**src/sv/firq15_pkg.sv**
```systemverilog
package firq15_pkg;

  // Field widths
  localparam int unsigned SAMPLE_W    = 16;
  localparam int unsigned COEF_W      = 16;
  localparam int unsigned TAP_COUNT_W = 7;
  localparam int unsigned COEF_IDX_W  = 6;
  localparam int unsigned PROD_W      = SAMPLE_W + COEF_W;

  // Default tap store depth
  localparam int unsigned MAX_TAPS_DEF = 64;

  // Q15 scaling and int16 limits
  localparam int unsigned Q_SHIFT       = 15;
  localparam int          Q15_POS_LIMIT = 32767;
  localparam int          Q15_NEG_LIMIT = -32768;

  // Reset value of the tap count register
  localparam logic [TAP_COUNT_W-1:0] TAP_COUNT_RST = TAP_COUNT_W'(1);

  // Operation codes
  localparam logic OP_SAMPLE = 1'b0;
  localparam logic OP_COEF   = 1'b1;

  typedef struct packed {
    logic                       op;
    logic signed [SAMPLE_W-1:0] sample_in;
    logic                       last_of_block;
    logic [COEF_IDX_W-1:0]      coef_index;
    logic signed [COEF_W-1:0]   coef_value;
  } in_item_t;

  typedef struct packed {
    logic signed [SAMPLE_W-1:0] sample_out;
    logic                       saturated;
  } out_item_t;

  // Controller to datapath
  typedef struct packed {
    logic coef_we;      // store one coefficient from the request
    logic sample_take;  // shift the sample in and arm the tap sweep
    logic issue;        // read one tap pair
    logic load_out;     // scale, clip and present the result
  } cmd_t;

  // Datapath to controller
  typedef struct packed {
    logic run_done;     // every tap pair of this sample has been read
    logic pipe_busy;    // products still on their way to the accumulator
    logic out_full;     // result register holds a result not yet taken
  } status_t;

endpackage

```
**src/sv/firq15_ctrl.sv**
```systemverilog
module firq15_ctrl (
  input  logic                clk_i,
  input  logic                rst_ni,
  input  logic                in_valid_i,
  input  logic                in_op_i,
  output logic                in_ready_o,
  input  logic                out_ready_i,
  input  firq15_pkg::status_t status_i,
  output firq15_pkg::cmd_t    cmd_o
);
  import firq15_pkg::*;

  typedef enum logic [1:0] {
    ST_IDLE,
    ST_RUN,
    ST_DRAIN,
    ST_EMIT
  } state_e;

  state_e state_q, state_d;
  logic   accept;
  logic   out_free;

  assign in_ready_o = (state_q == ST_IDLE);
  assign accept     = in_valid_i && in_ready_o;
  assign out_free   = !status_i.out_full || out_ready_i;

  // Decode commands and next state
  always_comb begin
    state_d = state_q;
    cmd_o   = '0;
    unique case (state_q)
      ST_IDLE: begin
        if (accept) begin
          if (in_op_i == OP_COEF) begin
            cmd_o.coef_we = 1'b1;
          end else begin
            cmd_o.sample_take = 1'b1;
            state_d           = ST_RUN;
          end
        end
      end
      ST_RUN: begin
        if (status_i.run_done) begin
          state_d = ST_DRAIN;
        end else begin
          cmd_o.issue = 1'b1;
        end
      end
      ST_DRAIN: begin
        if (!status_i.pipe_busy) begin
          state_d = ST_EMIT;
        end
      end
      ST_EMIT: begin
        if (out_free) begin
          cmd_o.load_out = 1'b1;
          state_d        = ST_IDLE;
        end
      end
      default: state_d = ST_IDLE;
    endcase
  end

  // Hold state
  always_ff @(posedge clk_i or negedge rst_ni) begin
    if (!rst_ni) begin
      state_q <= ST_IDLE;
    end else begin
      state_q <= state_d;
    end
  end

endmodule

```
**src/sv/firq15_datapath.sv**
```systemverilog
module firq15_datapath #(
  parameter int unsigned MAX_TAPS = firq15_pkg::MAX_TAPS_DEF
) (
  input  logic                                   clk_i,
  input  logic                                   rst_ni,
  input  firq15_pkg::in_item_t                   in_item_i,
  input  logic                                   cfg_we_i,
  input  logic [firq15_pkg::TAP_COUNT_W-1:0]     cfg_wdata_i,
  input  firq15_pkg::cmd_t                       cmd_i,
  output firq15_pkg::status_t                    status_o,
  input  logic                                   out_ready_i,
  output logic                                   out_valid_o,
  output firq15_pkg::out_item_t                  out_item_o
);
  import firq15_pkg::*;

  localparam int unsigned AW    = (MAX_TAPS > 1) ? $clog2(MAX_TAPS) : 1;
  localparam int unsigned CW    = $clog2(MAX_TAPS + 1);
  localparam int unsigned ACC_W = PROD_W + CW;

  localparam logic [AW-1:0] LAST_ADDR = AW'(MAX_TAPS - 1);
  localparam logic [CW-1:0] FULL_CNT  = CW'(MAX_TAPS);
  localparam logic signed [ACC_W-1:0] SAT_HI = ACC_W'(Q15_POS_LIMIT);
  localparam logic signed [ACC_W-1:0] SAT_LO = ACC_W'(Q15_NEG_LIMIT);

  // Tap store and history ring
  logic signed [COEF_W-1:0]   coef_mem [MAX_TAPS];
  logic [MAX_TAPS-1:0]        coef_vld_q;
  logic signed [SAMPLE_W-1:0] hist_mem [MAX_TAPS];

  logic [TAP_COUNT_W-1:0] tap_count_q;
  logic [CW-1:0]          filled_q, fill_next;
  logic [CW-1:0]          rem_q, usable_d;
  logic [AW-1:0]          wptr_q, rptr_q, caddr_q, coef_waddr;
  logic                   coef_in_range;
  logic                   last_q;
  logic [31:0]            taps32, usable32;

  // Pipeline
  logic                       v1_q, v2_q;
  logic signed [COEF_W-1:0]   coef_rd_q;
  logic                       coef_rd_vld_q;
  logic signed [SAMPLE_W-1:0] hist_rd_q;
  logic signed [COEF_W-1:0]   coef_eff;
  logic signed [PROD_W-1:0]   prod_q;
  logic signed [ACC_W-1:0]    acc_q, scaled;

  logic      out_valid_q;
  out_item_t out_q, out_d;

  assign coef_in_range = ({{(32 - COEF_IDX_W){1'b0}}, in_item_i.coef_index} < 32'(MAX_TAPS));
  assign coef_waddr    = AW'(in_item_i.coef_index);

  // Count filled positions and clamp the tap count
  assign fill_next = (filled_q == FULL_CNT) ? filled_q : filled_q + 1'b1;
  assign taps32    = (32'(tap_count_q) > 32'(MAX_TAPS)) ? 32'(MAX_TAPS) : 32'(tap_count_q);
  assign usable32  = (taps32 < 32'(fill_next)) ? taps32 : 32'(fill_next);
  assign usable_d  = CW'(usable32);

  assign status_o.run_done  = (rem_q == '0);
  assign status_o.pipe_busy = v1_q || v2_q;
  assign status_o.out_full  = out_valid_q;

  // Write the tap store
  always_ff @(posedge clk_i) begin
    if (cmd_i.coef_we && coef_in_range) begin
      coef_mem[coef_waddr] <= in_item_i.coef_value;
    end
  end

  // Read the tap store
  always_ff @(posedge clk_i) begin
    if (cmd_i.issue) begin
      coef_rd_q     <= coef_mem[caddr_q];
      coef_rd_vld_q <= coef_vld_q[caddr_q];
    end
  end

  // Write and read the history ring
  always_ff @(posedge clk_i) begin
    if (cmd_i.sample_take) begin
      hist_mem[wptr_q] <= in_item_i.sample_in;
    end
    if (cmd_i.issue) begin
      hist_rd_q <= hist_mem[rptr_q];
    end
  end

  // Mark written taps; an unwritten tap reads as zero
  always_ff @(posedge clk_i or negedge rst_ni) begin
    if (!rst_ni) begin
      coef_vld_q <= '0;
    end else if (cmd_i.coef_we && coef_in_range) begin
      coef_vld_q[coef_waddr] <= 1'b1;
    end
  end

  // Hold tap count
  always_ff @(posedge clk_i or negedge rst_ni) begin
    if (!rst_ni) begin
      tap_count_q <= TAP_COUNT_RST;
    end else if (cfg_we_i) begin
      tap_count_q <= cfg_wdata_i;
    end
  end

  // Advance pointers and counters
  always_ff @(posedge clk_i or negedge rst_ni) begin
    if (!rst_ni) begin
      wptr_q   <= '0;
      rptr_q   <= '0;
      caddr_q  <= '0;
      filled_q <= '0;
      rem_q    <= '0;
      last_q   <= 1'b0;
    end else begin
      if (cmd_i.sample_take) begin
        wptr_q   <= (wptr_q == LAST_ADDR) ? '0 : wptr_q + 1'b1;
        rptr_q   <= wptr_q;
        caddr_q  <= '0;
        filled_q <= fill_next;
        rem_q    <= usable_d;
        last_q   <= in_item_i.last_of_block;
      end else if (cmd_i.issue) begin
        rptr_q  <= (rptr_q == '0) ? LAST_ADDR : rptr_q - 1'b1;
        caddr_q <= caddr_q + 1'b1;
        rem_q   <= rem_q - 1'b1;
      end else if (cmd_i.load_out && last_q) begin
        filled_q <= '0;
      end
    end
  end

  // Track pipeline occupancy
  always_ff @(posedge clk_i or negedge rst_ni) begin
    if (!rst_ni) begin
      v1_q <= 1'b0;
      v2_q <= 1'b0;
    end else begin
      v1_q <= cmd_i.issue;
      v2_q <= v1_q;
    end
  end

  // Multiply one tap pair
  assign coef_eff = coef_rd_vld_q ? coef_rd_q : '0;

  always_ff @(posedge clk_i) begin
    if (v1_q) begin
      prod_q <= hist_rd_q * coef_eff;
    end
  end

  // Accumulate at full width
  always_ff @(posedge clk_i) begin
    if (cmd_i.sample_take) begin
      acc_q <= '0;
    end else if (v2_q) begin
      acc_q <= acc_q + ACC_W'(prod_q);
    end
  end

  // Scale by floor shift and clip to int16
  assign scaled = acc_q >>> Q_SHIFT;

  always_comb begin
    out_d = '0;
    priority if (scaled > SAT_HI) begin
      out_d.sample_out = SAMPLE_W'(Q15_POS_LIMIT);
      out_d.saturated  = 1'b1;
    end else if (scaled < SAT_LO) begin
      out_d.sample_out = SAMPLE_W'(Q15_NEG_LIMIT);
      out_d.saturated  = 1'b1;
    end else begin
      out_d.sample_out = scaled[SAMPLE_W-1:0];
      out_d.saturated  = 1'b0;
    end
  end

  // Hold result until taken
  always_ff @(posedge clk_i or negedge rst_ni) begin
    if (!rst_ni) begin
      out_valid_q <= 1'b0;
    end else if (cmd_i.load_out) begin
      out_valid_q <= 1'b1;
    end else if (out_ready_i) begin
      out_valid_q <= 1'b0;
    end
  end

  always_ff @(posedge clk_i) begin
    if (cmd_i.load_out) begin
      out_q <= out_d;
    end
  end

  assign out_valid_o = out_valid_q;
  assign out_item_o  = out_q;

endmodule

```
**src/sv/fir_filter_q15_saturating.sv**
```systemverilog
// Channel   Direction  Handshake               Payload
// request   in         in_valid_i / in_ready_o  in_item_i  (sample or coefficient write)
// result    out        out_valid_o / out_ready_i out_item_o (one per sample request)
// config    in         cfg_we_i                 cfg_wdata_i (tap count)
//
// A coefficient write is stored straight from the request. For a sample request,
// usable = min(tap count, samples in the block) tap pairs, one tap pair
// per cycle, are read from the tap store and the history ring, multiplied and summed.
// Reset clears the control state, marks every tap unwritten (reads as zero) and
// sets the tap count to 1. A stalled result is held in the output register while
// the next request is accepted; only a second finished result waits for it.
module fir_filter_q15_saturating #(
  parameter int unsigned MAX_TAPS = firq15_pkg::MAX_TAPS_DEF
) (
  input  logic                               clk_i,
  input  logic                               rst_ni,
  input  logic                               in_valid_i,
  output logic                               in_ready_o,
  input  firq15_pkg::in_item_t               in_item_i,
  output logic                               out_valid_o,
  input  logic                               out_ready_i,
  output firq15_pkg::out_item_t              out_item_o,
  input  logic                               cfg_we_i,
  input  logic [firq15_pkg::TAP_COUNT_W-1:0] cfg_wdata_i
);
  import firq15_pkg::*;

  cmd_t    cmd;
  status_t status;

  firq15_ctrl u_ctrl (
    .clk_i       (clk_i),
    .rst_ni      (rst_ni),
    .in_valid_i  (in_valid_i),
    .in_op_i     (in_item_i.op),
    .in_ready_o  (in_ready_o),
    .out_ready_i (out_ready_i),
    .status_i    (status),
    .cmd_o       (cmd)
  );

  firq15_datapath #(
    .MAX_TAPS (MAX_TAPS)
  ) u_datapath (
    .clk_i       (clk_i),
    .rst_ni      (rst_ni),
    .in_item_i   (in_item_i),
    .cfg_we_i    (cfg_we_i),
    .cfg_wdata_i (cfg_wdata_i),
    .cmd_i       (cmd),
    .status_o    (status),
    .out_ready_i (out_ready_i),
    .out_valid_o (out_valid_o),
    .out_item_o  (out_item_o)
  );

endmodule

```
**config.mk**
```make
export PLATFORM = sky130hd
export DESIGN_NAME = fir_filter_q15_saturating
export DESIGN_NICKNAME = d
export VERILOG_FILES = /design/src/sv/firq15_pkg.sv /design/src/sv/firq15_ctrl.sv /design/src/sv/firq15_datapath.sv /design/src/sv/fir_filter_q15_saturating.sv
export SDC_FILE = /design/constraint.sdc
export NUM_CORES = 2
export LEC_CHECK = 0
export ABC_AREA = 1
export BUFFER_PORTS_ARGS = -buffer_cell sky130_fd_sc_hd__buf_2
export CAP_MARGIN = 20
export CORE_MARGIN = 10
export CORE_UTILIZATION = 52
export DETAILED_ROUTE_END_ITERATION = 8
export PLACE_DENSITY = 0.67
export SLEW_MARGIN = 20
export SYNTH_ARGS = -nofsm -noshare
export SYNTH_HDL_FRONTEND = slang
export SYNTH_HIERARCHICAL = 1
export SYNTH_SLANG_ARGS = --single-unit
```
**constraint.sdc**
```tcl
create_clock -name clk_i -period 7.6 [get_ports clk_i]
set_input_delay 1.52 -clock clk_i [delete_from_list [all_inputs] [get_ports clk_i]]
set_output_delay 1.52 -clock clk_i [all_outputs]
set_load 0.02 [all_outputs]
```
==> flow_summary.yaml <==
worst_setup_path:
  r2r_slack_ns: 0.83
  crit_fanout: 18
  worstPathRequired_ns: 8.19
  crit_type: "flop to flop"
  reg2regPathDepth: 21
  timing.rr.end: "u_datapath/prod_q[30]$_DFFE_PP_"
  endpoint_kind: "flop"
  cp-start-kind: "flop"
  r2r-start: "u_datapath/coef_rd_vld_q$_DFFE_PP_"
  worstPathArrival_ns: 7.36
logic_synthesis:
  synthCells: 8834
  yosys_warnings: 6
  synth_ff_type: "edfxtp_1"
  yosys-mux-area-fraction: 0.0001097
  synthXorXnorAreaFrac: 0.004950
  syn_avg_cell_area_um2: 11.62
  seq_area_frac_synth: 0.6575
  synth_nets: 9287
  ys_seq_elements: 2278
  synth_area_um2: 102600
  async_reset_ff_frac: 0.04785
  ys_types: 53
  synth_top_family_by_area: "compound AO/OA/AOI/OAI gates"
  synthAdderAreaFrac: 0.06814
  synth-edff-count: 2130
  synthSimpleGateAreaFrac: 0.1082
  synth_compound_area_frac: 0.1177
routing:
  drc_errors: 0
  vias: 69490
  via_per_inst: 5.955
  drt_iter0_drc: 8651
  drtPass1Iterations: 6
  ant_nets: 0
  post_drt_wl_per_cell_um: 24.27
  wl_um: 283200
sta:
  maxSlewHeadroom: 0.1986
  layout_worst_path_cycle_share: 0.8909
  rsz0062_at_grt: "no"
  fmaxAchievable_mhz: 147.7
  hold_violations: 0
  setup_viol: 0
  drv_slew: 0
  fin_crit_ns: 6.771
  skew_ns: 0.05340
  tightest_slew_ns: 1.202
  tns_ns: 0
clocking:
  clock_latency_ns: 0.88
  cts_sinks: 2278
  clk_path_buf_depth: 3
  cts_post_setup_buffers_inserted: 0
  clockRootBuffer: "clkbuf_16"
  cts.repair.resized: 0
  cts_tree: "done"
  clk_pin_slew_ns: 0.06
  htree_levels: 4
  hold_buffers: 0
  cts_inserted_buffers: 224
layout:
  fin_nets: 9300
  syn_to_final_growth_pct: 10.33
  stdcell_count: 11670
  final_core_util: 0.5788
  fillerInstances: 15860
  final_layout_size_suffix_gt1_frac: 0.07995
floorplanning:
  rows: 162
  ios: 71
  die-area_um2: 215500
  core_area_um2: 195600
  start_util: 0.5246
  die_h_um: 464.2
  die_w_um: 464.2
global_routing:
  antenna_found_initial: 6
  grt_pass1_vias: 67980
  grt_usage: 0.2560
  grt_max_degree: 207
  overflow: 0
  grt_pass1_wl_um: 425800
worst_hold_path:
  whs_path_depth: 2
  min_path_type: "flop to flop"
  min_from: "u_datapath/coef_vld_q[29]$_DFFE_PN0P_"
  min_to: "u_datapath/coef_vld_q[29]$_DFFE_PN0P_"
place:
  portBuffers: 70
  place_congestion: 0.9083
  dp.final_hpwl_um: 166800
  placed_cells: 11250
status:
  status: "complete, no violations"
flow_run:
  cap_violations: 0
[logic make-up (layout without fill, tap and decap cells)]
logic type	after synthesis	after routing
AO/OA/AOI/OAI	2191	2191
XOR/XNOR	58	58
adder cells (fa/ha/maj)	401	401
buffers and inverters	1106	1315
flip-flops	2278	2278
multiplexers	1	1
other	0	2
AND/OR/NAND/NOR	2799	2799
[area by class of cell]
| type | instances | area, um^2 | share of cell area |
|---|---|---|---|
| sequential | 2278 | 67490 | 0.5962 |
| clock inverter | 150 | 1356 | 0.01198 |
| antenna | 2 | 5.005 | 0.00004421 |
| tap | 2624 | 3283 | 0.02900 |
| clock buffer | 272 | 5869 | 0.05184 |
| multi-input combinational | 5450 | 30730 | 0.2715 |
| inverter | 593 | 2262 | 0.01998 |
| timing repair buffer | 300 | 2208 | 0.01951 |
[cells in the mapped netlist, drive strengths merged, types with 12 or more instances]
master,count,area share
nand4,35,0.0021
inv,581,0.021
clkbuf,321,0.012
edfxtp,2130,0.62
nand3,200,0.0098
nor2,1608,0.059
clkinv,12,0.00044
xor2,37,0.0032
nand2,867,0.032
o21ai,1355,0.066
o211ai,61,0.0045
or2,61,0.0037
dfrtp,108,0.026
ha,138,0.017
o21bai,26,0.0019
xnor2,21,0.0018
buf,192,0.0099
o221ai,74,0.0063
dfxtp,39,0.0076
fa,263,0.051
o22ai,427,0.026
nor3,12,0.00059
a21oi,207,0.010
a31oi,15,0.00091
[worst max-delay path, cell delays in order, from the launching register on]
cell and delay, ns:
edfxtp_1 0.75, nand2_1 0.38, inv_1 0.34, nand2_1 0.13
fa_1 0.53, fa_1 0.57, fa_1 0.45, fa_1 0.54
inv_1 0.05, fa_1 0.52, fa_1 0.46, ha_1 0.38
nand2_1 0.14, inv_1 0.05, a21oi_1 0.28, nand3_1 0.27
nand2_1 0.12, nand2_1 0.16, nand4_1 0.18, nand2_1 0.07
nand2_1 0.06, nand2_1 0.06
[metal layers]
metal	global-route usage	share of wire
met3	0.04237	0.085
met1	0.3514	0.40
met2	0.4069	0.47
met5	0	0.000092
met4	0.1058	0.043
[how the worst max path moves through the flow]
| stage | startpoint | to | slack [ns] | cells past startpoint |
|---|---|---|---|---|
| after floorplan | u_datapath/coef_rd_vld_q$_DFFE_PP_ | u_datapath/prod_q[31]$_DFFE_PP_ | 1.53 | 19 |
| after global placement | u_datapath/coef_rd_vld_q$_DFFE_PP_ | u_datapath/prod_q[31]$_DFFE_PP_ | 1.01 | 19 |
| after detailed placement | u_datapath/coef_rd_vld_q$_DFFE_PP_ | u_datapath/prod_q[29]$_DFFE_PP_ | 0.91 | 16 |
| after CTS | u_datapath/coef_rd_vld_q$_DFFE_PP_ | u_datapath/prod_q[31]$_DFFE_PP_ | 0.89 | 17 |
| after global routing | u_datapath/coef_rd_vld_q$_DFFE_PP_ | u_datapath/prod_q[29]$_DFFE_PP_ | 0.46 | 16 |
| final | u_datapath/coef_rd_vld_q$_DFFE_PP_ | u_datapath/prod_q[30]$_DFFE_PP_ | 0.83 | 21 |
[per-stage QoR]
stage | cell area [um^2] | worst slack [ns] | hold WS [ns]
after floorplan | 102600 | 1.531 | 0.4240
after global placement | 106000 | 1.012 | 0.4373
after detailed placement | 106000 | 0.9131 | 0.4461
after CTS | 113200 | 0.8932 | 0.4591
after global routing | 113200 | 0.4571 | 0.4690
final | 113200 | 0.8292 | 0.4581
[sequential cells by signal (all words and copies together) (netlist names), 16 cells and up]
signal	cells
u_datapath/acc_q	39
u_datapath/coef_mem	1024
u_datapath/coef_vld_q	64
u_datapath/hist_mem	1024
u_datapath/prod_q	32
u_datapath/out_item_o	17
u_datapath/hist_rd_q	16
u_datapath/coef_rd_q	16
[cells in the final DEF (no fill, tap or decap), types with 5 or more instances in the layout]
master,synthesis,routed
inv_8,0,5
a21o_1,9,9
o21bai_1,26,25
buf_12,0,10
buf_2,131,69
nand3b_1,6,6
clkbuf_1,320,43
buf_4,18,220
inv_1,576,571
a31oi_1,15,15
o21ai_0,1293,1293
clkinvlp_4,0,16
o211ai_1,61,61
xor2_1,37,37
o22ai_1,427,427
nand4_1,35,35
a21oi_1,207,207
edfxtp_1,2130,2130
nor2_1,1604,1603
dfxtp_1,39,39
clkinv_2,0,56
o21ai_1,62,62
dfrtp_1,108,101
nand2_1,865,865
or2_0,6,6
nor4_1,6,5
inv_6,0,7
nor3_1,12,10
fa_1,263,263
o221ai_1,74,74
bufinv_16,0,17
ha_1,138,138
xnor2_1,21,21
dfrtp_4,0,6
or2_2,54,54
clkinv_1,12,56
nand3_1,199,199
clkbuf_16,0,227
Power is left out: the tool's default activity adds up to more than one toggle a clock period on the data nets, which glitch-free logic cannot reach.
